File: config.mk
export PLATFORM = sky130hd
export DESIGN_NAME = bffa_ctrl
export DESIGN_NICKNAME = d
export VERILOG_FILES = /design/src/hdl/bffa_pkg.sv /design/src/hdl/bffa_ctrl.sv
export SDC_FILE = /design/constraint.sdc
export NUM_CORES = 1
export LEC_CHECK = 0
export BUFFER_PORTS_ARGS = -buffer_cell sky130_fd_sc_hd__buf_4
export CORE_AREA = 10 10 47 49
export CTS_CLUSTER_DIAMETER = 200
export DETAILED_ROUTE_END_ITERATION = 16
export DIE_AREA = 0 0 57 59
export HOLD_SLACK_MARGIN = 0.08
export SLEW_MARGIN = 20
export SYNTH_ARGS = -nofsm -noshare
export SYNTH_HDL_FRONTEND = slang
export SYNTH_SLANG_ARGS = --single-unit
File: constraint.sdc
create_clock -name clk -period 1.6 [get_ports clk]
set_clock_uncertainty 0.15 [all_clocks]
set_input_delay 0.16 -clock clk [delete_from_list [all_inputs] [get_ports clk]]
set_output_delay 0.16 -clock clk [all_outputs]
set_load 0.03 [all_outputs]
File: src/hdl/bffa_pkg.sv
// Package for the bitmap first-free allocator.
// Holds field widths, request and status codes, controller states and the
// command/status structs shared by the controller and the datapath.
package bffa_pkg;

  localparam int INDEX_W  = 14;
  localparam int STATUS_W = 2;
  localparam int FREE_W   = 15;
  localparam int WORD_W   = 64;
  localparam int OFF_W    = 6;

  localparam logic MODE_ALLOC   = 1'b0;
  localparam logic MODE_RELEASE = 1'b1;

  typedef enum logic [STATUS_W-1:0] {
    ST_OK     = 2'd0,
    ST_FULL   = 2'd1,
    ST_DOUBLE = 2'd2
  } status_t;

  typedef enum logic [2:0] {
    S_CLEAR,
    S_IDLE,
    S_CHECK,
    S_READ,
    S_EVAL
  } state_t;

  // Controller to datapath
  typedef struct packed {
    logic clr_en;      // write a cleared word during the reset sweep
    logic req_load;    // capture the request on transfer
    logic addr_load;   // point the word address at hint or released word
    logic mem_rd;      // read the addressed map word
    logic eval_en;     // commit the request from the read word
    logic addr_step;   // move to the next map word
    logic reject_load; // return an early rejection
  } cmd_t;

  // Datapath to controller
  typedef struct packed {
    logic clr_last;  // sweep is at the last word
    logic reject;    // empty pool or release index beyond the pool
    logic word_full; // allocate found no free bit in the read word
    logic out_busy;  // result register still holds an untaken result
  } sts_t;

endpackage

File: src/hdl/bffa_ctrl.sv
// Controller of the bitmap first-free allocator.
// Sequences the reset sweep, request capture, map word reads and commits.
// Depends on bffa_pkg for states and the command/status structs.
module bffa_ctrl (
  input  logic             clk,
  input  logic             rst,
  input  logic             in_valid,
  output logic             in_ready,
  input  bffa_pkg::sts_t   sts,
  output bffa_pkg::cmd_t   cmd
);

  bffa_pkg::state_t state, state_next;

  always_ff @(posedge clk) begin
    if (rst) begin
      state <= bffa_pkg::S_CLEAR;
    end else begin
      state <= state_next;
    end
  end

  always_comb begin
    state_next = state;
    unique case (state)
      bffa_pkg::S_CLEAR: begin
        if (sts.clr_last) state_next = bffa_pkg::S_IDLE;
      end
      bffa_pkg::S_IDLE: begin
        if (in_valid && !sts.out_busy) state_next = bffa_pkg::S_CHECK;
      end
      bffa_pkg::S_CHECK: begin
        state_next = sts.reject ? bffa_pkg::S_IDLE : bffa_pkg::S_READ;
      end
      bffa_pkg::S_READ: begin
        state_next = bffa_pkg::S_EVAL;
      end
      bffa_pkg::S_EVAL: begin
        // keep scanning upward while the word has no free bit
        state_next = sts.word_full ? bffa_pkg::S_READ : bffa_pkg::S_IDLE;
      end
      default: state_next = bffa_pkg::S_CLEAR;
    endcase
  end

  always_comb begin
    cmd      = '0;
    in_ready = 1'b0;
    unique case (state)
      bffa_pkg::S_CLEAR: begin
        cmd.clr_en = 1'b1;
      end
      bffa_pkg::S_IDLE: begin
        in_ready     = !sts.out_busy;
        cmd.req_load = in_valid && !sts.out_busy;
      end
      bffa_pkg::S_CHECK: begin
        cmd.addr_load   = 1'b1;
        cmd.reject_load = sts.reject;
      end
      bffa_pkg::S_READ: begin
        cmd.mem_rd = 1'b1;
      end
      bffa_pkg::S_EVAL: begin
        cmd.addr_step = sts.word_full;
        cmd.eval_en   = !sts.word_full;
      end
      default: begin
        cmd = '0;
      end
    endcase
  end

endmodule

==> flow_metrics.py, run 1 <==
metrics = {
    "run_status": {
        "status": "finished, final reports clean",
    },
    "yosys": {
        "yosysUniqueCellTypes": 19,
        "seq_area_frac_synth_pct": 25.8,
        "yosys_warnings": 0,
        "synthCells": 28,
        "synth_area_leaders": "dfxtp_1 26%, a2111oi_2 6.5%, buf_4 6.5%, nor2_1 6.5%, nor3b_1 6.5%",
        "synthArstFlopShare_pct": 0,
        "synth_edf_count": 0,
        "synth_nets": 35,
        "netlist.top_cell.by_area": "dfxtp_1",
        "syn_area_sq_um": 233,
        "synth_commonest_cells": "4 x nor2_1, 3 x dfxtp_1",
        "syn-mean-instance-area_sq_um": 8.31,
        "synthMostInstantiatedCell": "nor2_1",
        "synth-main-ff-cell": "dfxtp_1",
        "synth.ff_latch_count": 3,
        "yosysTopAreaCellShare_pct": 25.8,
    },
    "timing": {
        "relSlewSlack_pct": 75.6,
        "rsz0062_at_grt": "no",
        "tightest_slew_ns": 0.365,
        "max_freq_ghz": 0.658,
        "hold_viol_final": 0,
        "fin_crit_ns": 1.52,
        "fin_setup_tns_ns": 0,
        "slew_viol_final": 0,
        "post-route-period-util_pct": 95.1,
        "setup_viol": 0,
    },
    "die": {
        "die_h_um": 59,
        "die_width_um": 57,
        "coreArea_sq_um": 1400,
        "pin_count": 15,
        "rows": 14,
        "initial_core_util_pct": 16.6,
        "dieArea_sq_um": 3360,
    },
    "routing": {
        "vias": 255,
        "drtIter0Drc": 4,
        "drc": 0,
        "wire_per_inst_um": 10.8,
        "dr.pass1.iters": 4,
        "antenna_left": 0,
        "avgViaCountPerCell": 4.18,
        "totalWireLength_um": 659,
    },
    "global_routing": {
        "overflow": 0,
        "grt_pass1_vias": 260,
        "grt_pass1_wl_um": 1120,
        "grt_usage_pct": 4.70,
        "grt_start_max_net_pins": 12,
        "grt_antenna_before_repair": 0,
    },
    "worst_setup_path": {
        "arrival_ns": 1.21,
        "cp_top_family": "flip-flops",
        "worstPathMaxFanout": 10,
        "crit_chain": "and4bb_2 > buf_4",
        "crit_path_start_kind": "register",
        "endpoint_kind": "output port",
        "crit_slowest_cell": "dfxtp_1",
        "critical_path_class": "reg -> out",
        "cp_slowest_stage_delay_ns": 0.53,
        "critPathBufInv": 1,
        "cp.required_ns": 1.29,
    },
    "final_layout": {
        "synthToLayoutAreaGrowth_pct": 69.9,
        "top_register": "state",
        "nNetsFinal": 53,
        "multi_input_area_sq_um": 168,
        "largest_reg_flops": 3,
        "final_layout_size_suffix_gt1_share_pct": 53.3,
        "num_antenna_cells": 0,
        "top_regs": "state x3",
        "seq_area_sq_um": 62.6,
        "fill_cells": 175,
    },
    "place": {
        "gp_routability_congestion": 0.739,
        "dp_hpwl_um": 540,
        "io_buffers": 14,
    },
    "run": {
        "maxCapViolCount": 0,
    },
    "clock_tree": {
        "cts_setup_buffers": 0,
        "worstSkewPairLatency_ns": 0.23,
        "clock_path_buffers": 2,
        "cts_buffers": 3,
        "tritoncts": "yes",
        "cts.clk_slew.worst_paths_ns": 0.04,
        "clock-sinks": 3,
        "cts-root-buf": "clkbuf_4",
        "htree_levels": 1,
    },
    "pwr": {
        "p_leak_nw": 0.169,
        "ir_worst_vdd_uv": 189,
        "powerDensity_nw_per_um2": 824,
        "power_mw": 0.326,
    },
    "min_path": {
        "min_path_type": "in -> reg",
    },
}
==> cells in the final DEF (no fill, tap or decap), types with 2 or more instances in the layout <==
cell type / instances
nand2_1: 2
clkbuf_4: 3
buf_4: 14
dfxtp_2: 2
nor2_1: 3
nor2b_1: 2
==> final timing paths <==
| kind | from | endpoint | slack [ns] | depth (start not counted) |
|---|---|---|---|---|
| worst max-delay path | state[2] | cmd[1] | 0.08 | 2 |
| worst min-delay path | sts[3] | state[0] | 0.18 | 3 |
| worst max register to register | state[2] | state[1] | 0.15 | 3 |
| worst min register to register | state[1] | state[0] | 0.48 | 2 |
==> where the power goes <==
part	internal (mW)	switching [mW]
clock	0.0934	0.0383
sequential	0.0821	0.0144
combinational	0.0474	0.0502
total	0.223	0.103
==> cells by family after synthesis <==
group	synth area share, %
AOI/OAI and AO/OA	14.5
buffers and inverters	8.06
and+or+nand+nor	51.6
DFF	25.8
==> metrics by stage <==
| stage | setup slack, ns | hold WS, ns | instance area (sq um) | instances | util, % |
|---|---|---|---|---|---|
| global placement | 0.147 | 0.203 | 354 | 56 | 25.3 |
| floorplan | 0.103 | 0.0794 | 244 | 28 | - |
| CTS | 0.0384 | 0.179 | 390 | 61 | 27.9 |
| global route | 0.00346 | 0.240 | 395 | 61 | 28.2 |
| finish | 0.0791 | 0.185 | 395 | 61 | 28.2 |
| detailed placement | 0.158 | 0.201 | 354 | 56 | 25.3 |
==> worst reg2reg max path: stages, from the launching register on <==
cell,delay [ns]
dfxtp_1,0.53
and4bb_2,0.29
a211oi_1,0.05
a2111oi_2,0.32
==> repair_timing <==
action | 4_1_cts | 5_1_grt
setup endpoints to repair | 0 | 4
hold endpoints to repair | 3 | 0
gates resized for setup | 0 | 3
hold buffers | 1 | 0
==> cell type report <==
class | count | share of cell area [%]
Clock buffer | 4 | 6.65
Inverter | 1 | 0.949
Multi-Input combinational cell | 22 | 42.4
Sequential cell | 3 | 15.8
Tap cell | 16 | 5.06
Timing Repair Buffer | 15 | 29.1
==> layer usage <==
metal / share of wire [%] / wire (um) / global-route usage [%] / up-vias
li1: - / - / - / 137
met1: 40 / 262 / 4.26 / 110
met2: 51 / 336 / 5.27 / 8
met3: 9.3 / 61 / 3.22 / 0
met4: 0 / 0 / 8.05 / 0
met5: 0 / 0 / 0 / -
Note: power is estimated with default switching activity, not from simulation.
==> inputs of run 2 (changes only) <==
--- a/config.mk
+++ b/config.mk
@@ -11,6 +11,7 @@
 export DETAILED_ROUTE_END_ITERATION = 16
 export DIE_AREA = 0 0 57 59
 export HOLD_SLACK_MARGIN = 0.08
+export PLACE_DENSITY = 0.52
 export SLEW_MARGIN = 20
 export SYNTH_ARGS = -nofsm -noshare
 export SYNTH_HDL_FRONTEND = slang
==> run 2 against run 1 <==
Effect of this change:
- register-to-register slack better by 0.12 ns
- critical endpoint is now cmd[0]
- critical path type unchanged
- cell count is 1.6% higher
- die area unchanged
==> flow_metrics.py, run 2 (synthesis gave the netlist of run 1 again) <==
metrics = {
    "final_layout": {
        "nNetsFinal": 54,
        "instances_no_fill": 62,
        "seq_area_sq_um": 63.8,
        "largest_reg_flops": 3,
        "top_regs": "state x3",
        "top_register": "state",
        "mostFrequentLayoutCell": "buf_4",
        "final_cell_mix": "15 x buf_4, 4 x nor2_1, 3 x clkbuf_4, 3 x dfxtp_2",
        "synthToLayoutAreaGrowth_pct": 72.6,
        "fill_cells": 171,
        "multi_input_area_sq_um": 165,
        "final_layout_size_suffix_gt1_share_pct": 54.3,
        "fin_area_sq_um": 402,
        "num_antenna_cells": 0,
    },
    "timing": {
        "rsz0062_at_grt": "no",
        "fin_crit_ns": 1.46,
        "tightest_slew_ns": 0.327,
        "setup_viol": 0,
        "relSlewSlack_pct": 78.0,
        "hold_viol_final": 0,
        "slew_viol_final": 0,
        "max_freq_ghz": 0.685,
        "fin_setup_tns_ns": 0,
        "post-route-period-util_pct": 91.3,
    },
    "worst_setup_path": {
        "regToRegSetupSlack_ns": 0.27,
        "cp.required_ns": 1.29,
        "endpoint_kind": "output port",
        "crit_slowest_cell": "dfxtp_2",
        "crit_chain": "nor3b_4 > and2_1 > buf_4",
        "crit_path_start_kind": "register",
        "critical_path_depth": 3,
        "critical_path_class": "reg -> out",
        "worstPathMaxFanout": 9,
        "arrival_ns": 1.15,
        "reg2reg_depth": 3,
        "cp_top_family": "flip-flops",
        "cp_slowest_stage_delay_ns": 0.39,
        "critPathBufInv": 1,
    },
    "die": {
        "coreArea_sq_um": 1400,
        "initial_core_util_pct": 16.6,
        "pin_count": 15,
        "die_width_um": 57,
        "die_h_um": 59,
        "rows": 14,
        "dieArea_sq_um": 3360,
    },
    "min_path": {
        "min_delay_path_depth": 3,
        "min_path_type": "in -> reg",
    },
    "global_routing": {
        "grt_usage_pct": 4.19,
        "grt_antenna_before_repair": 0,
        "grt_start_max_net_pins": 12,
        "grt_pass1_vias": 252,
        "overflow": 0,
        "grt_pass1_wl_um": 1080,
    },
    "run": {
        "maxCapViolCount": 0,
    },
    "clock_tree": {
        "clock-sinks": 3,
        "tritoncts": "yes",
        "cts_buffers": 3,
        "clock_path_buffers": 2,
        "worstSkewPairLatency_ns": 0.24,
        "cts_setup_buffers": 0,
        "cts.clk_slew.worst_paths_ns": 0.04,
        "htree_levels": 1,
        "cts-root-buf": "clkbuf_4",
    },
    "place": {
        "gp_routability_congestion": 0.765,
        "placedCellCount": 57,
        "io_buffers": 14,
        "dpl_cell_area_sq_um": 362,
        "dp_hpwl_um": 566,
    },
    "routing": {
        "totalWireLength_um": 687,
        "avgViaCountPerCell": 4.19,
        "wire_per_inst_um": 11.1,
        "vias": 260,
        "antenna_left": 0,
        "drc": 0,
        "drtIter0Drc": 4,
        "dr.pass1.iters": 4,
    },
    "pwr": {
        "power_frac_seq_pct": 29.5,
        "ir_worst_vdd_uv": 261,
        "switching_power_mw": 0.106,
        "p_leak_nw": 0.174,
        "intPower_mw": 0.223,
        "switching_share_pct": 32.2,
        "powerDensity_nw_per_um2": 818,
        "clkPwrFrac_pct": 40.7,
        "power_mw": 0.329,
        "pwr-share-comb_pct": 29.8,
    },
    "run_status": {
        "status": "finished, final reports clean",
    },
}
## run 2: worst paths after layout
| path | from | end |
|---|---|---|
| worst min-delay path | sts[3] | state[0] |
| worst max-delay path | state[1] | cmd[0] |
| worst min register to register | state[2] | state[0] |
| worst max register to register | state[0] | state[1] |
## run 2: worst register-to-register path: stages (launching register included)
cell and delay (ns):
dfxtp_2 0.43, nor2_1 0.09, or2_1 0.23, a2111oi_2 0.33
## run 2: layout make-up
| type | instances | share of cell area (%) |
|---|---|---|
| timing repair buffer | 16 | 30.5 |
| inverter | 1 | 0.935 |
| multi-input combinational | 22 | 41.1 |
| tap | 16 | 4.98 |
| clock buffer | 4 | 6.54 |
| sequential | 3 | 15.9 |
## run 2: through the flow
stage / setup slack [ns] / utilization (%) / hold slack, ns
final: 0.139 / 28.7 / 0.186
after detailed placement: 0.131 / 25.8 / 0.201
after global placement: 0.144 / 25.8 / 0.201
after CTS: 0.0317 / 28.4 / 0.186
after floorplan: 0.103 / - / 0.0794
after global routing: 0.0741 / 28.7 / 0.228
## run 2: timing repair
item | 4_1_cts | 5_1_grt
endpoints found under the setup margin | 0 | 4
endpoints found under the hold margin | 3 | 0
resized for setup | 0 | 3
hold buffers | 1 | 0
## run 2: power by group through the flow
stage	logic, mW	registers [mW]	clock network [mW]
2_1_floorplan	0.0739	0.0856	0
6_report	0.0979	0.0970	0.134
4_1_cts	0.0998	0.0952	0.140
5_1_grt	0.108	0.0984	0.146
3_3_place_gp	0.0976	0.0965	0
3_5_place_dp	0.0974	0.0964	0
## run 2: per-layer routing
| metal | vias up | GRT usage [%] | wire length (um) |
|---|---|---|---|
| met5 | - | 0 | 0 |
| met4 | 0 | 6.04 | 22 |
| met3 | 2 | 1.93 | 62 |
| met2 | 10 | 5.12 | 311 |
| met1 | 110 | 4.38 | 290 |
| li1 | 138 | - | - |
